$ cat src/rtl/bta_pkg.sv
// Shared constants, codes and types of the boundary-tag heap allocator.
package bta_pkg;

	localparam int unsigned BTA_ARENA_BYTES = 16384;
	localparam int unsigned HDR_BYTES       = 12;
	localparam int unsigned MIN_ARENA       = 64;

	localparam int unsigned ADDR_W  = 14;
	localparam int unsigned ACT_W   = 2;
	localparam int unsigned STAT_W  = 2;
	localparam int unsigned CFG_W   = 15;
	localparam int unsigned TDATA_W = 32;

	localparam logic [ACT_W-1:0] ACT_ALLOC   = 2'd0;
	localparam logic [ACT_W-1:0] ACT_FREE    = 2'd1;
	localparam logic [ACT_W-1:0] ACT_REALLOC = 2'd2;

	localparam logic [STAT_W-1:0] ST_OK      = 2'd0;
	localparam logic [STAT_W-1:0] ST_NOSPACE = 2'd1;
	localparam logic [STAT_W-1:0] ST_IGNORED = 2'd2;

	typedef struct packed {
		logic busy;
		logic size;
		logic prev;
	} bta_we_t;

	typedef struct packed {
		logic [ADDR_W-1:0] old_address;
		logic              moved;
		logic [STAT_W-1:0] status;
		logic [ADDR_W-1:0] result_address;
	} bta_res_t;

endpackage

$ cat src/rtl/bta_alu.sv
// Shared adder of the allocator: a +/- b +/- header size.
module bta_alu import bta_pkg::*; #(
	parameter int unsigned OW = 17
) (
	input  logic [OW-1:0] a,
	input  logic [OW-1:0] b,
	input  logic          hdr,
	input  logic          sub,
	output logic [OW-1:0] y
);

	logic [OW-1:0] k;

	assign k = hdr ? OW'(HDR_BYTES) : '0;
	assign y = sub ? (a - b - k) : (a + b + k);

endmodule

$ cat config.mk
export PLATFORM = sky130hd
export DESIGN_NAME = bta_alu
export DESIGN_NICKNAME = d
export VERILOG_FILES = /design/src/rtl/bta_pkg.sv /design/src/rtl/bta_alu.sv
export SDC_FILE = /design/constraint.sdc
export NUM_CORES = 1
export LEC_CHECK = 0
export ABC_AREA = 1
export BUFFER_PORTS_ARGS = -buffer_cell sky130_fd_sc_hd__buf_2
export CORE_UTILIZATION = 54
export DETAILED_ROUTE_END_ITERATION = 8
export PLACE_DENSITY_LB_ADDON = 0.15
export SLEW_MARGIN = 10
export SYNTH_ARGS = -nofsm -noshare
export SYNTH_HDL_FRONTEND = slang
export SYNTH_SLANG_ARGS = --single-unit
$ cat constraint.sdc
create_clock -name vclk -period 2.77
set_input_delay 0.554 -clock vclk [all_inputs]
set_output_delay 0.554 -clock vclk [all_outputs]
set_load 0.03 [all_outputs]
### Yosys cells after proc, flatten, opt, wreduce, memory -nomap -nowiden

Index checks and enable logic that the tools add are counted.

| word-level totals | value |
|---|---|
| output and inout bits | 17 |
| logic and storage cells | 6 |
| bits in registers | 0 |
| bits of input ports | 36 |

| cells by class | value |
|---|---|
| mux-type cells | 2 |
| $add $sub $neg | 4 |

Operators with widths:

| operator | number |
|---|---|
| $add 17x17->17 | 1 |
| $add 17x4->17 | 1 |
| $mux 17 | 1 |
| $sub 17x17->17 | 1 |
| $sub 17x4->17 | 1 |
| $mux 4 | 1 |

### Longest topological paths before layout

Gate-level depths: netlist of the first run.

| depth | value |
|---|---|
| depth in word-level cells | 3 |
| depth in mapped cells | 15 |
| gate-level depth less buffers | 15 |

### Least setup slack after synthesis of the first run

OpenSTA, ideal clock, no wires.

| path | value |
|---|---|
| path type | input-to-output |
| from | input port a[2] |
| to | output port y[3] |
| path buffers | 0 |
| data required time | 2.216 ns |
| slack | -0.331 ns |
| stages | 7 |
| arrival time | 2.547 ns |
| cells stage by stage | inv_1 > fa_1 > inv_1 > fa_1 > nand2_1 > inv_1 > o21ai_0 |

| between the ends | value |
|---|---|
| word-level cells in the longest chain between the ends | 3 |
| elaborated cells on any way between the ends | 5 |
| classes of those cells | add/sub: 4; mux: 1 |

RTL lines:

| what | line | source |
|---|---|---|
| start: declaration | bta_alu.sv:5 | `input logic [OW-1:0] a,` |
| $add 17x17->17 / $sub 17x17->17 (equally long branches) | bta_alu.sv:15 | `assign y = sub ? (a - b - k) : (a + b + k);` |
| $add 17x4->17 / $sub 17x4->17 (equally long branches) | bta_alu.sv:15 |  |
| $mux 17 (*) | bta_alu.sv:15 |  |
| end: declaration | bta_alu.sv:9 | `output logic [OW-1:0] y` |

Mark *: on every way between the ends. The rest lies on a longest branch, timed or not.

### Final worst setup path of the first run

| path | value |
|---|---|
| from | input port b[2] |
| to | output port y[6] |

| between the ends | value |
|---|---|
| word-level cells in the longest chain between the ends | 3 |
| elaborated cells on any way between the ends | 5 |
| classes of those cells | add/sub: 4; mux: 1 |

RTL lines:

| what | line | source |
|---|---|---|
| start: declaration | bta_alu.sv:6 | `input logic [OW-1:0] b,` |
| $add 17x17->17 / $sub 17x17->17 (equally long branches) | bta_alu.sv:15 |  |
| $add 17x4->17 / $sub 17x4->17 (equally long branches) | bta_alu.sv:15 |  |
| $mux 17 (*) | bta_alu.sv:15 |  |

Marked as above.

==> out/results.tsv, run 1 <==
stage	metric	value	unit
route	num_vias	3264	
sta	finalHoldViolCount	0	
route	drtIter0Drc	197	
floorplan	io_pins	53	
placement	place_hpwl	6250	um
sta	rsz0062_at_grt	yes	
power_and_ir_drop	comb_power_share	100.0	%
synthesis	synth_top_family_by_area	simple AND/OR/NAND/NOR gates	
global_routing	grt_overflow	0	
cells_and_area	regArea	0	um^2
route	drc	0	
critical_path	path_max_fanout	4	
synthesis	synth_compound_area_share	7.95	%
sta	worst_pin_slew	0.341	ns
sta	finalSetupViolCount	13	
route	drt_pre_antenna_iters	4	
synthesis	yosys-mux-area-fraction	0	%
synthesis	syn_area	2680	um^2
power_and_ir_drop	p_per_area	330	nW/um^2
cells_and_area	seq_cell_count	0	
route	routed_wl	7750	um
synthesis	synth_top_area_cell	ha_1	
global_routing	track_usage	29.2	%
floorplan	start_util	56.3	%
power_and_ir_drop	leakage	2.36	nW
status	outcome	finished, violations left	
route	drt-vias-per-instance	4.98	
cells_and_area	final_cells	655	
floorplan	die_area	5240	um^2
synthesis	synth.avg_cell_area	5.45	um^2
cells_and_area	multi_input_area	2370	um^2
cells_and_area	diodes	0	
synthesis	yosysSeqAreaShare	0	%
status	violations	negative setup slack	
placement	port_buffers	53	
clocking	cts_hold_buf	0	
global_routing	grt_pass1_vias	3067	
power_and_ir_drop	netSwitchingPower	0.707	mW
sta	max_freq	0.330	GHz
floorplan	die_h	72.4	um
floorplan	rows	25	
sta	final.setup.worst_slack	-0.264	ns
synthesis	yosys.area.top_type_share	27.1	%
synthesis	synth-xor-area-share	2.29	%
min_path	hp-class	in -> out	
power_and_ir_drop	p_int	0.502	mW
critical_path	required	2.22	ns
sta	fin_setup_tns	-2.74	ns
cells_and_area	nFillCells	416	
sta	relSlewSlack	77.1	%
global_routing	antenna_found_initial	0	
global_routing	grt_max_degree	21	
power_and_ir_drop	seqPwrFrac	0	%
power_and_ir_drop	sw_frac_of_total	58.5	%
sta	period_share	110	%
cells_and_area	num-nets-final	690	
placement	routabilityCongestion	0.914	
floorplan	core	4750	um^2
sta	finalMaxSlewViolations	0	
critical_path	setup.worst_path.start_class	primary input	
synthesis	synth-simple-area-share	39.4	%
job	cap_violations	0	
placement	dpl.cell_count	654	
synthesis	synth_fa_ha_area_share	31.6	%
global_routing	grt_pass1_wl	12400	um
critical_path	crit_type	in -> out	
synthesis	synthesis.nets	591	
synthesis	synth_warnings	0	
synthesis	synth.area.top_cells	ha_1 27%, nand2_1 24%, inv_1 18%	
power_and_ir_drop	worst_ir_drop_vdd	200	uV
synthesis	synth_cell_types	27	
cells_and_area	drive_gt1_share	27.7	%
sta	whs	1.60	ns
cells_and_area	area_growth	37.1	%
route	wl_per_cell	11.8	um
power_and_ir_drop	clockPowerShare	0	%
floorplan	die_x	72.4	um
sta	finalCriticalPeriod	3.03	ns
cells_and_area	clkbuf_count	0	
critical_path	end_kind	primary output	
route	antenna_left	0	
critical_path	arrival	2.48	ns
synthesis	syn_inst	491	
[cells by family after synthesis]
group | count (synthesis)
compound gates | 40
xor+xnor | 7
fa+ha+maj | 64
buf+inv | 132
simple gates | 248
[per-stage QoR]
step | total power [mW] | instance area (um^2) | utilization, % | setup WS, ns
floorplan | 0.710 | 2720 | - | -0.00922
CTS | 1.15 | 3600 | 75.7 | -0.221
finish | 1.21 | 3670 | 77.2 | -0.264
global placement | 1.02 | 3400 | 71.5 | -0.349
global route | 1.32 | 3670 | 77.2 | -0.315
detailed placement | 1.04 | 3400 | 71.5 | -0.438
[area by class of cell]
type / count / area share, %
tap: 67 / 2.28
timing repair buffer: 100 / 19.7
multi-input combinational: 359 / 64.5
inverter: 129 / 13.5
[synthesized netlist by cell type, drive strengths merged]
library cell,count
a21oi,22
nand3,33
nand3b,6
or2,1
ha,58
xor2,5
a21o,1
a21boi,2
fa,6
nor3,6
a31oi,1
buf,3
o21ai,14
nand2,180
nor2,18
inv,129
and2,2
xnor2,2
nand4,2
[placed cells by master, fill, tap and decap left out, types with 2 or more instances in the layout]
master / Yosys / final
nand2_1: 174 / 154
inv_1: 125 / 121
ha_1: 58 / 53
buf_4: 1 / 48
buf_2: 2 / 36
nand3_1: 31 / 25
nand2_2: 6 / 23
a21oi_1: 22 / 18
nor2_1: 17 / 17
buf_6: 0 / 15
nand3_2: 2 / 7
o21ai_0: 13 / 7
inv_2: 4 / 6
nand3b_1: 6 / 6
xor2_1: 5 / 5
nor3_1: 4 / 4
a21oi_2: 0 / 4
o21ai_1: 0 / 4
ha_4: 0 / 4
nand2_4: 0 / 3
o21ai_2: 1 / 3
fa_2: 0 / 3
fa_1: 6 / 3
nor3_2: 2 / 2
nand4_1: 2 / 2
a21boi_0: 2 / 2
xnor2_1: 2 / 2
[metal layers]
metal	GRT usage, %	vias up	part of all wire [%]
li1	-	1677	-
met1	37.2	1448	43
met2	54.6	119	48
met3	0.556	20	6.4
met4	6.75	0	2.5
met5	0	-	0
[power by group through the flow]
stage	Clock, mW	Sequential (mW)	Combinational [mW]
6_report	0	0	1.21
2_1_floorplan	0	0	0.710
4_1_cts	0	0	1.15
3_3_place_gp	0	0	1.02
3_5_place_dp	0	0	1.04
5_1_grt	0	0	1.32
[what timing repair did]
action	CTS	global route
endpoints found under the setup margin	14	15
pin swaps	9	2
gates resized for setup	54	18
buffers inserted	1	0
[worst max-delay path: stages]
cell and delay, ns:
buf_8 0.09, inv_8 0.03, fa_2 0.57, inv_2 0.06, ha_1 0.32, nand2_1 0.11
nor2_1 0.05, nand2_1 0.10, nand3_4 0.10, a21oi_1 0.16, o21ai_1 0.12, o21ai_2 0.08
buf_6 0.15
[final timing paths]
| check | start | to | depth (start not counted) |
|---|---|---|---|
| max | b[2] | y[6] | 13 |
| min | sub | y[1] | 5 |
(Power assumes the default switching activity.)
==> inputs of run 2 (changes only) <==
Settings changed: CORE_ASPECT_RATIO from default to 0.75, CORE_UTILIZATION 54 to 30.
==> run 2 against run 1 <==
  * The run ends with design-rule violations, negative setup slack left
  * Count of clock-buffer cells in the layout unchanged
  * Combinational power up 17%
  * Die area up 78%
  * Sequential share of layout area unchanged
  * Worst setup slack worse by 0.027 ns
  * Via count down 1.2%
  * Non-clock buffer count up 26
  * Cell count up 10%
  * First-iteration DRC count down 37%
  * Total power up 16%
  * Critical path type unchanged
  * Largest power group unchanged
  * Highest routed layer is now met3
==> out/results.tsv, run 2 (synthesized netlist as in run 1, its figures left out) <==
stage	metric	value	unit	change
status	outcome	finished, violations left		unchanged
status	violations	design-rule violations, negative setup slack		was negative setup slack
critical_path	crit_path_start	b[2]		unchanged
sta	worst_pin_slew	0.337	ns	was 0.341 ns
cells_and_area	regArea	0	um^2	unchanged
placement	place_hpwl	7380	um	was 6250 um
power_and_ir_drop	clockPowerShare	0	%	about the same
cells_and_area	area_growth	58.8	%	was 37.1%
critical_path	end_kind	primary output		unchanged
power_and_ir_drop	p_int	0.628	mW	was 0.502 mW
floorplan	io_pins	53		unchanged
floorplan	die_h	83.8	um	was 72.4 um
critical_path	endpoint	y[5]		was y[6]
sta	finalSetupViolCount	15		was 13
cells_and_area	seq_cell_count	0		unchanged
global_routing	grt_max_degree	21		unchanged
critical_path	setup.worst_path.start_class	primary input		unchanged
placement	dpl.cell_count	720		was 654
cells_and_area	final_cells	722		was 655
min_path	hp-class	in -> out		unchanged
route	drtIter0Drc	125		was 197
global_routing	grt_pass1_wl	14400	um	was 12400 um
cells_and_area	final_cell_mix	139 x nand2_1, 114 x inv_1, 70 x buf_4, 39 x ha_1, 37 x nand2_2		was 154 x nand2_1, 121 x inv_1, 53 x ha_1, 48 x buf_4, 36 x buf_2
floorplan	die_area	9310	um^2	was 5240 um^2
floorplan	core	8560	um^2	was 4750 um^2
route	maxUsedRoutingLayer	met3		was met4
cells_and_area	drive_gt1_share	40.6	%	was 27.7%
route	drt_pre_antenna_iters	6		was 4
global_routing	antenna_found_initial	0		unchanged
route	dr_wl_met3	127	um	was 496 um
sta	period_share	111	%	was 110%
power_and_ir_drop	comb_power_share	100.0	%	about the same
route	drt-vias-per-instance	4.47		was 4.98
route	met2_wirelength	3850	um	was 3760 um
cells_and_area	num-nets-final	716		was 690
floorplan	start_util	31.3	%	was 56.3%
global_routing	grt_pass1_vias	3160		was 3067
sta	finalCriticalPeriod	3.06	ns	was 3.03 ns
critical_path	arrival	2.51	ns	was 2.48 ns
route	drc	2		was 0
global_routing	track_usage	18.9	%	was 29.2%
floorplan	rows	29		was 25
power_and_ir_drop	worst_ir_drop_vdd	142	uV	was 200 uV
job	cap_violations	0		unchanged
route	routed_wl	8690	um	was 7750 um
sta	rsz0062_at_grt	yes		unchanged
power_and_ir_drop	sw_frac_of_total	55.3	%	was 58.5%
power_and_ir_drop	p_per_area	331	nW/um^2	was 330 nW/um^2
power_and_ir_drop	leakage	2.52	nW	was 2.36 nW
sta	relSlewSlack	77.3	%	was 77.1%
route	num_vias	3224		was 3264
power_and_ir_drop	seqPwrFrac	0	%	about the same
sta	whs	1.62	ns	was 1.60 ns
sta	finalMaxSlewViolations	0		unchanged
critical_path	crit_type	in -> out		unchanged
route	wirelength_met1	4700	um	was 3300 um
route	wl_per_cell	12.0	um	was 11.8 um
critical_path	critical_path.cell_chain	buf_8, inv_8, fa_2, inv_4, fa_2, nand2_2, nand2_2, and2_4, o21ai_2, a21oi_1, a21o_2, buf_6		was buf_8, inv_8, fa_2, inv_2, ha_1, nand2_1, nor2_1, nand2_1, nand3_4, a21oi_1, o21ai_1, o21ai_2, buf_6
sta	final.setup.worst_slack	-0.291	ns	was -0.264 ns
route	antenna_left	0		unchanged
critical_path	crit_slowest_cell	fa_2		unchanged
critical_path	path_max_fanout	4		unchanged
global_routing	grt_overflow	0		unchanged
critical_path	required	2.22	ns	about the same
sta	max_freq	0.327	GHz	was 0.330 GHz
power_and_ir_drop	netSwitchingPower	0.778	mW	was 0.707 mW
critical_path	critPathMaxStageDelay	0.60	ns	was 0.57 ns
floorplan	die_x	111	um	was 72.4 um
cells_and_area	clkbuf_count	0		unchanged
cells_and_area	mostFrequentLayoutCell	nand2_1		unchanged
sta	fin_setup_tns	-2.55	ns	was -2.74 ns
placement	routabilityCongestion	0.899		was 0.914
placement	port_buffers	53		unchanged
sta	finalHoldViolCount	0		unchanged
cells_and_area	diodes	0		unchanged
[run 2: worst min path at each step]
stage / startpoint / endpoint / slack (ns) / depth (start not counted)
after global placement: sub / y[12] / 1.68 / 5
final: sub / y[12] / 1.62 / 5
after floorplan: sub / y[3] / 1.42 / 3
after CTS: sub / y[12] / 1.64 / 5
after detailed placement: sub / y[12] / 1.67 / 5
after global routing: sub / y[12] / 1.67 / 5
[run 2: what timing repair did]
| item | 4_1_cts | 5_1_grt |
|---|---|---|
| hold endpoints to repair | 0 | 0 |
| hold buffers | 0 | 0 |
| endpoints found under the setup margin | 15 | 15 |
| resized for setup | 98 | 42 |
| pin swaps | 23 | 19 |
| buffers inserted | 2 | 2 |
[run 2: stage by stage]
stage | power (mW) | setup slack (ns) | area [um^2] | utilization [%]
global route | 1.55 | -0.378 | 4250 | 49.6
CTS | 1.31 | -0.250 | 4020 | 47.0
finish | 1.41 | -0.291 | 4250 | 49.6
floorplan | 0.710 | -0.00922 | 2720 | -
detailed placement | 1.13 | -0.407 | 3640 | 42.5
global placement | 1.12 | -0.401 | 3640 | 42.5
[run 2: power groups by stage]
| stage | combinational, mW | sequential [mW] | clock, mW |
|---|---|---|---|
| finish | 1.41 | 0 | 0 |
| global route | 1.55 | 0 | 0 |
| CTS | 1.31 | 0 | 0 |
| detailed placement | 1.13 | 0 | 0 |
| global placement | 1.12 | 0 | 0 |
| floorplan | 0.710 | 0 | 0 |
[run 2: layout make-up]
type / count / area [um^2]
Fill cell: 881 / 4310
Inverter: 129 / 494
Tap cell: 108 / 135
Multi-Input combinational cell: 359 / 2670
Timing Repair Buffer: 126 / 956
[run 2: routing by layer]
metal / up-vias / global-route usage, %
li1: 1738 / -
met1: 1453 / 28.6
met2: 33 / 31.8
met3: 0 / 0.0726
met4: 0 / 0
met5: - / 0
[run 2: worst max-delay path: cells and delay by family]
family / cells / cell delay [ns]
buffers and inverters: 4 / 0.31
AO/OA/AOI/OAI: 3 / 0.37
adder cells (fa/ha/maj): 2 / 0.95
AND/OR/NAND/NOR: 3 / 0.33
